==> config.mk <==
export PLATFORM = sky130hd
export DESIGN_NAME = ordered_list_engine
export DESIGN_NICKNAME = d
export VERILOG_FILES = /design/src/rtl/core/ole_pkg.sv /design/src/rtl/core/ole_cell.sv /design/src/rtl/core/ordered_list_engine.sv
export VERILOG_INCLUDE_DIRS = /design/src /design/src/rtl/core
export SDC_FILE = /design/constraint.sdc
export NUM_CORES = 2
export LEC_CHECK = 0
export BUFFER_PORTS_ARGS = -buffer_cell sky130_fd_sc_hd__buf_2
export CAP_MARGIN = 20
export CORE_AREA = 8 8 618 316
export DETAILED_ROUTE_END_ITERATION = 10
export DIE_AREA = 0 0 626 324
export HOLD_SLACK_MARGIN = 0.05
export MAX_ROUTING_LAYER = met4
export SYNTH_ARGS = -nofsm -noshare
export SYNTH_HDL_FRONTEND = slang
export SYNTH_SLANG_ARGS = --single-unit
==> constraint.sdc <==
create_clock -name clk -period 13.5 [get_ports clk]
set_input_delay 2.7 -clock clk [delete_from_list [all_inputs] [get_ports clk]]
set_output_delay 2.7 -clock clk [all_outputs]
set_load 0.02 [all_outputs]
==> src/rtl/core/ordered_list_engine_defines.svh <==
// assertion helpers for the file that checks the engine
`ifndef ORDERED_LIST_ENGINE_DEFINES_SVH
`define ORDERED_LIST_ENGINE_DEFINES_SVH

// a condition that holds at every clock edge out of reset
`define OLE_ASSERT_HOLDS(label, expr) \
    label: assert property (@(posedge clk) disable iff (!rst_n) (expr)) \
        else $error("ordered list engine: invariant broken");

// a condition that must hold in the cycle after its trigger
`define OLE_ASSERT_NEXT(label, ante, cons) \
    label: assert property (@(posedge clk) disable iff (!rst_n) (ante) |=> (cons)) \
        else $error("ordered list engine: sequence broken");

`endif

==> src/rtl/core/ole_pkg.sv <==
`timescale 1ns / 1ps

package ole_pkg;

    localparam int DEPTH_DEFAULT = 16;
    localparam int DATA_W        = 32;
    localparam int MODE_W        = 4;
    localparam int POS_W         = 5;
    localparam int STATUS_W      = 3;
    localparam int COUNT_W       = 5;

    localparam logic [MODE_W-1:0] MODE_PUSH_BACK    = 4'd0;
    localparam logic [MODE_W-1:0] MODE_PUSH_FRONT   = 4'd1;
    localparam logic [MODE_W-1:0] MODE_INSERT_AT    = 4'd2;
    localparam logic [MODE_W-1:0] MODE_POP_BACK     = 4'd3;
    localparam logic [MODE_W-1:0] MODE_POP_FRONT    = 4'd4;
    localparam logic [MODE_W-1:0] MODE_DELETE_AT    = 4'd5;
    localparam logic [MODE_W-1:0] MODE_DELETE_VALUE = 4'd6;
    localparam logic [MODE_W-1:0] MODE_UPDATE_AT    = 4'd7;
    localparam logic [MODE_W-1:0] MODE_READ_AT      = 4'd8;
    localparam logic [MODE_W-1:0] MODE_READ_PREV    = 4'd9;
    localparam logic [MODE_W-1:0] MODE_READ_NEXT    = 4'd10;

    localparam logic [STATUS_W-1:0] ST_OK       = 3'd0;
    localparam logic [STATUS_W-1:0] ST_EMPTY    = 3'd1;
    localparam logic [STATUS_W-1:0] ST_RANGE    = 3'd2;
    localparam logic [STATUS_W-1:0] ST_FULL     = 3'd3;
    localparam logic [STATUS_W-1:0] ST_NOTFOUND = 3'd4;

    typedef struct packed {
        logic [MODE_W-1:0]        mode;
        logic signed [DATA_W-1:0] value;
        logic [POS_W-1:0]         position;
    } ole_req_t;

    typedef struct packed {
        logic signed [DATA_W-1:0] read_value;
        logic [STATUS_W-1:0]      status;
        logic [COUNT_W-1:0]       count;
    } ole_rsp_t;

    typedef enum logic [1:0] {
        CELL_HOLD,
        CELL_INSERT,
        CELL_REMOVE,
        CELL_WRITE
    } cell_op_t;

    typedef enum logic [1:0] {
        TAP_HOLD,
        TAP_LOAD,
        TAP_SHIFT
    } tap_op_t;

    typedef struct packed {
        cell_op_t                 op;
        tap_op_t                  tap_op;
        logic signed [DATA_W-1:0] data;
    } cell_cmd_t;

    typedef enum logic [1:0] {
        S_IDLE,
        S_SCAN,
        S_SEARCH,
        S_DONE
    } ole_state_t;

endpackage

==> src/rtl/core/ole_cell.sv <==
`timescale 1ns / 1ps

module ole_cell #(
    parameter int INDEX = 0,
    parameter int AW    = 5
) (
    input  logic                               clk,
    input  ole_pkg::cell_cmd_t                 cmd,
    input  logic [AW-1:0]                      at,
    input  logic signed [ole_pkg::DATA_W-1:0]  prev_entry,
    input  logic signed [ole_pkg::DATA_W-1:0]  next_entry,
    input  logic signed [ole_pkg::DATA_W-1:0]  next_tap,
    output logic signed [ole_pkg::DATA_W-1:0]  entry,
    output logic signed [ole_pkg::DATA_W-1:0]  tap
);

    localparam logic [AW-1:0] MY_POS = AW'(INDEX);

    logic signed [ole_pkg::DATA_W-1:0] entry_reg;
    logic signed [ole_pkg::DATA_W-1:0] entry_next;
    logic signed [ole_pkg::DATA_W-1:0] tap_reg;
    logic signed [ole_pkg::DATA_W-1:0] tap_next;

    always_comb
    begin
        entry_next = entry_reg;
        case (cmd.op)
            ole_pkg::CELL_INSERT:
            begin
                // open a gap: cells past the slot take their left neighbour
                if (MY_POS > at)
                begin
                    entry_next = prev_entry;
                end
                else if (MY_POS == at)
                begin
                    entry_next = cmd.data;
                end
            end
            ole_pkg::CELL_REMOVE:
            begin
                if (MY_POS >= at)
                begin
                    entry_next = next_entry;
                end
            end
            ole_pkg::CELL_WRITE:
            begin
                if (MY_POS == at)
                begin
                    entry_next = cmd.data;
                end
            end
            default:
            begin
                entry_next = entry_reg;
            end
        endcase
    end

    always_comb
    begin
        case (cmd.tap_op)
            ole_pkg::TAP_LOAD:  tap_next = entry_reg;
            ole_pkg::TAP_SHIFT: tap_next = next_tap;
            default:            tap_next = tap_reg;
        endcase
    end

    always_ff @(posedge clk)
    begin
        entry_reg <= entry_next;
        tap_reg   <= tap_next;
    end

    assign entry = entry_reg;
    assign tap   = tap_reg;

endmodule

==> src/rtl/core/ordered_list_engine.sv <==
`timescale 1ns / 1ps
`include "ordered_list_engine_defines.svh"

// Bounded ordered list of up to DEPTH signed 32-bit values, held in a row of
// cells, one entry per cell at its list position. Push, insert, pop, delete
// at a position and update act on every cell in parallel as the request is
// accepted; such a request then passes through S_DONE, where its response is
// registered once the response register is free, and back to S_IDLE before
// the next can be taken. Reads and delete by value walk a tap chain along the
// cells towards cell 0, one cell per cycle, in S_SCAN or S_SEARCH before
// S_DONE. One request is in flight at a time; the next is taken as soon as
// the previous response is registered, even if that response has not been
// collected yet. Failed requests change nothing.
module ordered_list_engine #(
    parameter int DEPTH = ole_pkg::DEPTH_DEFAULT
) (
    input  logic              clk,
    input  logic              rst_n,
    input  logic              req_valid,
    output logic              req_ready,
    input  ole_pkg::ole_req_t req,
    output logic              rsp_valid,
    input  logic              rsp_ready,
    output ole_pkg::ole_rsp_t rsp
);

    localparam int CW = $clog2(DEPTH + 1);
    localparam int AW = (CW > ole_pkg::POS_W) ? CW : ole_pkg::POS_W;

    typedef enum logic [2:0] {
        ACT_NONE,
        ACT_INSERT,
        ACT_REMOVE,
        ACT_WRITE,
        ACT_READ,
        ACT_SEARCH
    } act_t;

    ole_pkg::ole_state_t state_reg;
    ole_pkg::ole_state_t state_next;
    logic [CW-1:0]       count_reg;
    logic [CW-1:0]       count_next;
    logic [AW-1:0]       cnt_reg;
    logic [AW-1:0]       cnt_next;
    logic                rsp_valid_reg;
    logic                rsp_valid_next;

    logic signed [ole_pkg::DATA_W-1:0] val_reg;
    logic signed [ole_pkg::DATA_W-1:0] val_next;
    logic signed [ole_pkg::DATA_W-1:0] pend_rd_reg;
    logic signed [ole_pkg::DATA_W-1:0] pend_rd_next;
    logic [ole_pkg::STATUS_W-1:0]      pend_status_reg;
    logic [ole_pkg::STATUS_W-1:0]      pend_status_next;
    ole_pkg::ole_rsp_t                 rsp_reg;
    ole_pkg::ole_rsp_t                 rsp_next;

    logic                         accept;
    logic                         rsp_free;
    logic [AW-1:0]                n_ext;
    logic [AW-1:0]                p_ext;
    logic [AW-1:0]                ins_at;
    logic [ole_pkg::STATUS_W-1:0] d_status;
    act_t                         d_act;
    logic [AW-1:0]                d_at;

    ole_pkg::cell_cmd_t                cmd;
    logic [AW-1:0]                     cmd_at;
    logic signed [ole_pkg::DATA_W-1:0] entry_w [DEPTH];
    logic signed [ole_pkg::DATA_W-1:0] tap_w [DEPTH];
    logic signed [ole_pkg::DATA_W-1:0] tap0;

    assign req_ready = (state_reg == ole_pkg::S_IDLE);
    assign accept    = req_valid && req_ready;
    assign rsp_free  = !rsp_valid_reg || rsp_ready;
    assign n_ext     = AW'(count_reg);
    assign p_ext     = AW'(req.position);
    assign tap0      = tap_w[0];

    // request decode: status checks against the current count
    always_comb
    begin
        d_status = ole_pkg::ST_OK;
        d_act    = ACT_NONE;
        d_at     = '0;
        ins_at   = p_ext;
        case (req.mode)
            ole_pkg::MODE_PUSH_BACK, ole_pkg::MODE_PUSH_FRONT, ole_pkg::MODE_INSERT_AT:
            begin
                if (req.mode == ole_pkg::MODE_PUSH_BACK)
                begin
                    ins_at = n_ext;
                end
                else if (req.mode == ole_pkg::MODE_PUSH_FRONT)
                begin
                    ins_at = '0;
                end
                if (ins_at > n_ext)
                begin
                    d_status = ole_pkg::ST_RANGE;
                end
                else if (n_ext >= AW'(DEPTH))
                begin
                    d_status = ole_pkg::ST_FULL;
                end
                else
                begin
                    d_act = ACT_INSERT;
                    d_at  = ins_at;
                end
            end
            ole_pkg::MODE_POP_BACK, ole_pkg::MODE_POP_FRONT:
            begin
                if (n_ext == '0)
                begin
                    d_status = ole_pkg::ST_EMPTY;
                end
                else
                begin
                    d_act = ACT_REMOVE;
                    d_at  = (req.mode == ole_pkg::MODE_POP_BACK) ? n_ext - AW'(1) : '0;
                end
            end
            ole_pkg::MODE_DELETE_AT, ole_pkg::MODE_UPDATE_AT, ole_pkg::MODE_READ_AT,
            ole_pkg::MODE_READ_PREV, ole_pkg::MODE_READ_NEXT:
            begin
                if (n_ext == '0)
                begin
                    d_status = ole_pkg::ST_EMPTY;
                end
                else if (p_ext >= n_ext)
                begin
                    d_status = ole_pkg::ST_RANGE;
                end
                else if (req.mode == ole_pkg::MODE_DELETE_AT)
                begin
                    d_act = ACT_REMOVE;
                    d_at  = p_ext;
                end
                else if (req.mode == ole_pkg::MODE_UPDATE_AT)
                begin
                    d_act = ACT_WRITE;
                    d_at  = p_ext;
                end
                else if (req.mode == ole_pkg::MODE_READ_AT)
                begin
                    d_act = ACT_READ;
                    d_at  = p_ext;
                end
                else if (req.mode == ole_pkg::MODE_READ_PREV)
                begin
                    if (p_ext == '0)
                    begin
                        d_status = ole_pkg::ST_RANGE;
                    end
                    else
                    begin
                        d_act = ACT_READ;
                        d_at  = p_ext - AW'(1);
                    end
                end
                else
                begin
                    if (p_ext + AW'(1) >= n_ext)
                    begin
                        d_status = ole_pkg::ST_RANGE;
                    end
                    else
                    begin
                        d_act = ACT_READ;
                        d_at  = p_ext + AW'(1);
                    end
                end
            end
            ole_pkg::MODE_DELETE_VALUE:
            begin
                if (n_ext == '0)
                begin
                    d_status = ole_pkg::ST_EMPTY;
                end
                else
                begin
                    d_act = ACT_SEARCH;
                end
            end
            default:
            begin
                d_status = ole_pkg::ST_RANGE;
            end
        endcase
    end

    // next state
    always_comb
    begin
        state_next = state_reg;
        case (state_reg)
            ole_pkg::S_IDLE:
            begin
                if (accept)
                begin
                    if (d_act == ACT_READ)
                    begin
                        state_next = ole_pkg::S_SCAN;
                    end
                    else if (d_act == ACT_SEARCH)
                    begin
                        state_next = ole_pkg::S_SEARCH;
                    end
                    else
                    begin
                        state_next = ole_pkg::S_DONE;
                    end
                end
            end
            ole_pkg::S_SCAN:
            begin
                if (cnt_reg == '0)
                begin
                    state_next = ole_pkg::S_DONE;
                end
            end
            ole_pkg::S_SEARCH:
            begin
                if (cnt_reg == n_ext || tap0 == val_reg)
                begin
                    state_next = ole_pkg::S_DONE;
                end
            end
            ole_pkg::S_DONE:
            begin
                if (rsp_free)
                begin
                    state_next = ole_pkg::S_IDLE;
                end
            end
            default:
            begin
                state_next = ole_pkg::S_IDLE;
            end
        endcase
    end

    // cell commands and datapath
    always_comb
    begin
        cmd.op           = ole_pkg::CELL_HOLD;
        cmd.tap_op       = ole_pkg::TAP_HOLD;
        cmd.data         = req.value;
        cmd_at           = d_at;
        count_next       = count_reg;
        cnt_next         = cnt_reg;
        val_next         = val_reg;
        pend_rd_next     = pend_rd_reg;
        pend_status_next = pend_status_reg;
        rsp_next         = rsp_reg;
        rsp_valid_next   = rsp_valid_reg && !rsp_ready;
        case (state_reg)
            ole_pkg::S_IDLE:
            begin
                if (accept)
                begin
                    val_next         = req.value;
                    pend_rd_next     = '0;
                    pend_status_next = d_status;
                    case (d_act)
                        ACT_INSERT:
                        begin
                            cmd.op     = ole_pkg::CELL_INSERT;
                            count_next = count_reg + CW'(1);
                        end
                        ACT_REMOVE:
                        begin
                            cmd.op     = ole_pkg::CELL_REMOVE;
                            count_next = count_reg - CW'(1);
                        end
                        ACT_WRITE:
                        begin
                            cmd.op = ole_pkg::CELL_WRITE;
                        end
                        ACT_READ:
                        begin
                            cmd.tap_op = ole_pkg::TAP_LOAD;
                            cnt_next   = d_at;
                        end
                        ACT_SEARCH:
                        begin
                            cmd.tap_op = ole_pkg::TAP_LOAD;
                            cnt_next   = '0;
                        end
                        default:
                        begin
                            cmd.op = ole_pkg::CELL_HOLD;
                        end
                    endcase
                end
            end
            ole_pkg::S_SCAN:
            begin
                // taps slide towards cell 0 until the target sits there
                if (cnt_reg == '0)
                begin
                    pend_rd_next = tap0;
                end
                else
                begin
                    cmd.tap_op = ole_pkg::TAP_SHIFT;
                    cnt_next   = cnt_reg - AW'(1);
                end
            end
            ole_pkg::S_SEARCH:
            begin
                cmd_at = cnt_reg;
                if (cnt_reg == n_ext)
                begin
                    pend_status_next = ole_pkg::ST_NOTFOUND;
                end
                else if (tap0 == val_reg)
                begin
                    cmd.op     = ole_pkg::CELL_REMOVE;
                    count_next = count_reg - CW'(1);
                end
                else
                begin
                    cmd.tap_op = ole_pkg::TAP_SHIFT;
                    cnt_next   = cnt_reg + AW'(1);
                end
            end
            ole_pkg::S_DONE:
            begin
                if (rsp_free)
                begin
                    rsp_next.read_value = pend_rd_reg;
                    rsp_next.status     = pend_status_reg;
                    rsp_next.count      = ole_pkg::COUNT_W'(count_reg);
                    rsp_valid_next      = 1'b1;
                end
            end
            default:
            begin
                cmd.op = ole_pkg::CELL_HOLD;
            end
        endcase
    end

    always_ff @(posedge clk or negedge rst_n)
    begin
        if (!rst_n)
        begin
            state_reg     <= ole_pkg::S_IDLE;
            count_reg     <= '0;
            cnt_reg       <= '0;
            rsp_valid_reg <= 1'b0;
        end
        else
        begin
            state_reg     <= state_next;
            count_reg     <= count_next;
            cnt_reg       <= cnt_next;
            rsp_valid_reg <= rsp_valid_next;
        end
    end

    always_ff @(posedge clk)
    begin
        val_reg         <= val_next;
        pend_rd_reg     <= pend_rd_next;
        pend_status_reg <= pend_status_next;
        rsp_reg         <= rsp_next;
    end

    assign rsp_valid = rsp_valid_reg;
    assign rsp       = rsp_reg;

    for (genvar i = 0; i < DEPTH; i++)
    begin : g_cell
        logic signed [ole_pkg::DATA_W-1:0] prev_e;
        logic signed [ole_pkg::DATA_W-1:0] next_e;
        logic signed [ole_pkg::DATA_W-1:0] next_t;

        if (i == 0)
        begin : g_first
            assign prev_e = '0;
        end
        else
        begin : g_mid_prev
            assign prev_e = entry_w[i-1];
        end

        if (i == DEPTH - 1)
        begin : g_last
            assign next_e = '0;
            assign next_t = '0;
        end
        else
        begin : g_mid_next
            assign next_e = entry_w[i+1];
            assign next_t = tap_w[i+1];
        end

        ole_cell #(
            .INDEX (i),
            .AW    (AW)
        ) u_cell (
            .clk        (clk),
            .cmd        (cmd),
            .at         (cmd_at),
            .prev_entry (prev_e),
            .next_entry (next_e),
            .next_tap   (next_t),
            .entry      (entry_w[i]),
            .tap        (tap_w[i])
        );
    end

    `OLE_ASSERT_HOLDS(a_count_bound, count_reg <= CW'(DEPTH))
    `OLE_ASSERT_NEXT(a_accept_busy, req_valid && req_ready, state_reg != ole_pkg::S_IDLE)
    `OLE_ASSERT_NEXT(a_idle_count, state_reg == ole_pkg::S_IDLE && !req_valid, $stable(count_reg))
    `OLE_ASSERT_NEXT(a_done_loads, state_reg == ole_pkg::S_DONE && rsp_free, rsp_valid)

endmodule
==> impl_metrics.env <==
export IMPL_drv_slew=0
export IMPL_syn_num_nets=4071
export IMPL_grt_ovfl_total=0
export IMPL_drtPass1Iterations=6
export IMPL_drc=0
export IMPL_avgRoutedWirePerCell_um=22.4
export IMPL_clock_sinks=1144
export IMPL_ctsResizeCount=0
export IMPL_power_switching_mw=6.44
export IMPL_p_sw_share_pct=38.4
export IMPL_core_um2=187000
export IMPL_cts_setup_buffers=0
export IMPL_synth_seq_area_share_pct=61.7
export IMPL_gp_congestion=0.819
export IMPL_die_w_um=626
export IMPL_grt_total_usage_pct=14.2
export IMPL_slew_headroom_pct=19.3
export IMPL_worstPathRequired_ps=14030
export IMPL_syn2layout_area_growth_pct=10.8
export IMPL_async_flop_share_pct=1.14
export IMPL_max_freq_mhz=130
export IMPL_hold_path_class="flip-flop to flip-flop"
export IMPL_crit_start="req[0]"
export IMPL_die_area_um2=203000
export IMPL_cts_tree="done"
export IMPL_via_per_inst=5.50
export IMPL_syn_inst=3998
export IMPL_synth_area_per_cell_um2=13.9
export IMPL_regArea_um2=34300
export IMPL_drv_cap=0
export IMPL_outcome="finished clean"
export IMPL_grt_max_degree=212
export IMPL_pre_cts_ws_ps=5170
export IMPL_io_pins=87
export IMPL_clock_skew_ps=45.4
export IMPL_cp_max_fo=34
export IMPL_synth_cell_types=86
export IMPL_postRouteAntennaNets=0
export IMPL_path_clk_slew_ps=70
export IMPL_multi_input_area_um2=19700
export IMPL_r2r_start="g_cell[0].u_cell.tap[7]$_DFFE_PP_"
export IMPL_portBuffers=86
export IMPL_min_period_over_period_pct=56.8
export IMPL_root_buffer="clkbuf_16"
export IMPL_htree_levels=3
export IMPL_grt_pass1_wl_um=223000
export IMPL_tightest_slew_ps=1210
export IMPL_yosysWarnings=0
export IMPL_grt_pass1_vias=35353
export IMPL_startpoint_type="primary input"
export IMPL_period_minus_slack_ps=7660
export IMPL_worst_slack_ps=5840
export IMPL_synth_seq_cells=1144
export IMPL_seqPwrFrac_pct=40.6
export IMPL_drive_gt1_share_pct=19.9
export IMPL_synth_area_um2=55600
export IMPL_ir_worst_vdd_uv=268
export IMPL_layout_common_cells="edfxtp_1 (1131), mux2_2 (419), mux2i_1 (386)"
export IMPL_antenna_found_initial=3
export IMPL_dp_hpwl_um=95600
export IMPL_die_height_um=324
export IMPL_vias=35775
export IMPL_hold_buffers=0
export IMPL_drt_iter0_drc=3782
export IMPL_final_hold_viol_count=0
export IMPL_clock_power_share_pct=16.5
export IMPL_reg2reg_slack_ps=7190
export IMPL_synth_edf_count=1131
export IMPL_initial_utilization_pct=29.7
export IMPL_cts_made_buffers=92
export IMPL_setup_violations=0
export IMPL_routed_wl_um=146000
export IMPL_power_density_nw_per_um2=272
export IMPL_combPwrFrac_pct=43.0
export IMPL_intPower_mw=10.3
export IMPL_clk_path_buf_depth=3
export IMPL_insertion_delay_ps=730
export IMPL_holdCritStartpoint="pend_rd_reg[23]$_SDFFCE_PN0P_"
export IMPL_cp_end_kind="flip-flop"
export IMPL_criticalPathCategory="primary input to flip-flop"
export IMPL_synth_main_ff_cell="edfxtp_1"
export IMPL_finalSetupTns_ps=0
export IMPL_final_common_cell="edfxtp_1"
export IMPL_arrival_ps=8200
export IMPL_p_leak_nw=21.1
export IMPL_layout_nets=3968
export IMPL_rsz0062_at_grt="no"
export IMPL_rows=113
export IMPL_fill_cells=18173
## per-layer routing
layer	wire length (µm)	share of wire (%)	track usage [%]
met3	12500	8.6	3.09
met1	73900	51	22.2
met5	0	0	-
met2	58200	40	18.8
met4	1260	0.87	1.69
## final timing paths
| check | cells past startpoint | to |
|---|---|---|
| worst max-delay path | 15 | g_cell[11].u_cell.entry[12]$_DFFE_PP_ |
| worst min-delay path | 0 | rsp[31]$_DFFE_PP_ |
| worst max register to register | 10 | g_cell[11].u_cell.entry[12]$_DFFE_PP_ |
| worst min register to register | 0 | rsp[31]$_DFFE_PP_ |
| max in group asynchronous | 1 | count_reg[4]$_DFFE_PN0P_ |
| min in group asynchronous | 1 | cnt_reg[0]$_DFFE_PN0P_ |
## final cells by class
cell class                      count  share of cell area, %
Inverter                           82                  0.506
Antenna cell                        6                 0.0244
Tap cell                         2530                   5.14
Sequential cell                  1144                   55.7
Timing Repair Buffer              161                   1.81
Clock inverter                     55                  0.978
Clock buffer                      109                   3.84
Multi-Input combinational cell   2414                   32.0
## cell families after synthesis
group                    Yosys count  synth area share, %
flip-flops                      1144                 61.7
buffers and inverters            440                 3.30
XOR/XNOR                          50                0.788
AO/OA/AOI/OAI                   1118                 14.3
AND/OR/NAND/NOR                  413                 3.81
adder cells (fa/ha/maj)           28                0.644
multiplexers                     805                 15.4
## worst max-delay path: stages
cell and delay [ps]:
buf_2 140, ha_1 240, nor2b_1 150, or2_2 280
ha_1 290, a21oi_1 190, o211a_1 240, or3b_1 380
a211oi_2 400, o41a_1 660, a211o_2 900, a31o_2 880
nand2_1 110, buf_4 300, o221ai_1 250
## synthesized netlist by cell type, types with 19 or more instances
library cell	n	area share, %
edfxtp_1	1131	61
mux2_2	419	8.5
mux2i_1	386	7.0
o21ai_0	299	2.7
a22oi_1	291	3.9
clkbuf_1	256	1.7
nand2_1	198	1.3
o21ai_1	115	1.0
a221o_1	96	1.7
a22o_1	96	1.5
inv_1	81	0.55
buf_2	72	0.65
o221ai_1	65	1.0
nor2_1	41	0.28
and2_1	39	0.44
nor2b_1	38	0.43
xor2_1	37	0.58
a32oi_1	32	0.50
o2bb2ai_1	32	0.50
ha_1	27	0.61
a21oi_1	25	0.23
buf_4	19	0.26
## stage by stage
stage	power, mW	utilization, %	instance area [µm²]	hold WS [ps]	std cells
after CTS	16.8	32.8	61500	421	6494
final	16.8	32.9	61500	420	6501
after detailed placement	14.0	31.3	58500	405	6330
after global placement	13.8	31.2	58500	401	6328
after global routing	17.6	32.9	61500	426	6501
after floorplan	12.1	-	55600	400	3998
## power by group through the flow
stage	clock, mW	combinational, mW	sequential (mW)
2_1_floorplan	0	5.03	7.11
3_3_place_gp	0	6.92	6.85
3_5_place_dp	0	7.12	6.87
4_1_cts	2.82	7.13	6.80
5_1_grt	2.96	7.76	6.93
6_report	2.76	7.20	6.80
(Power assumes the default switching activity.)
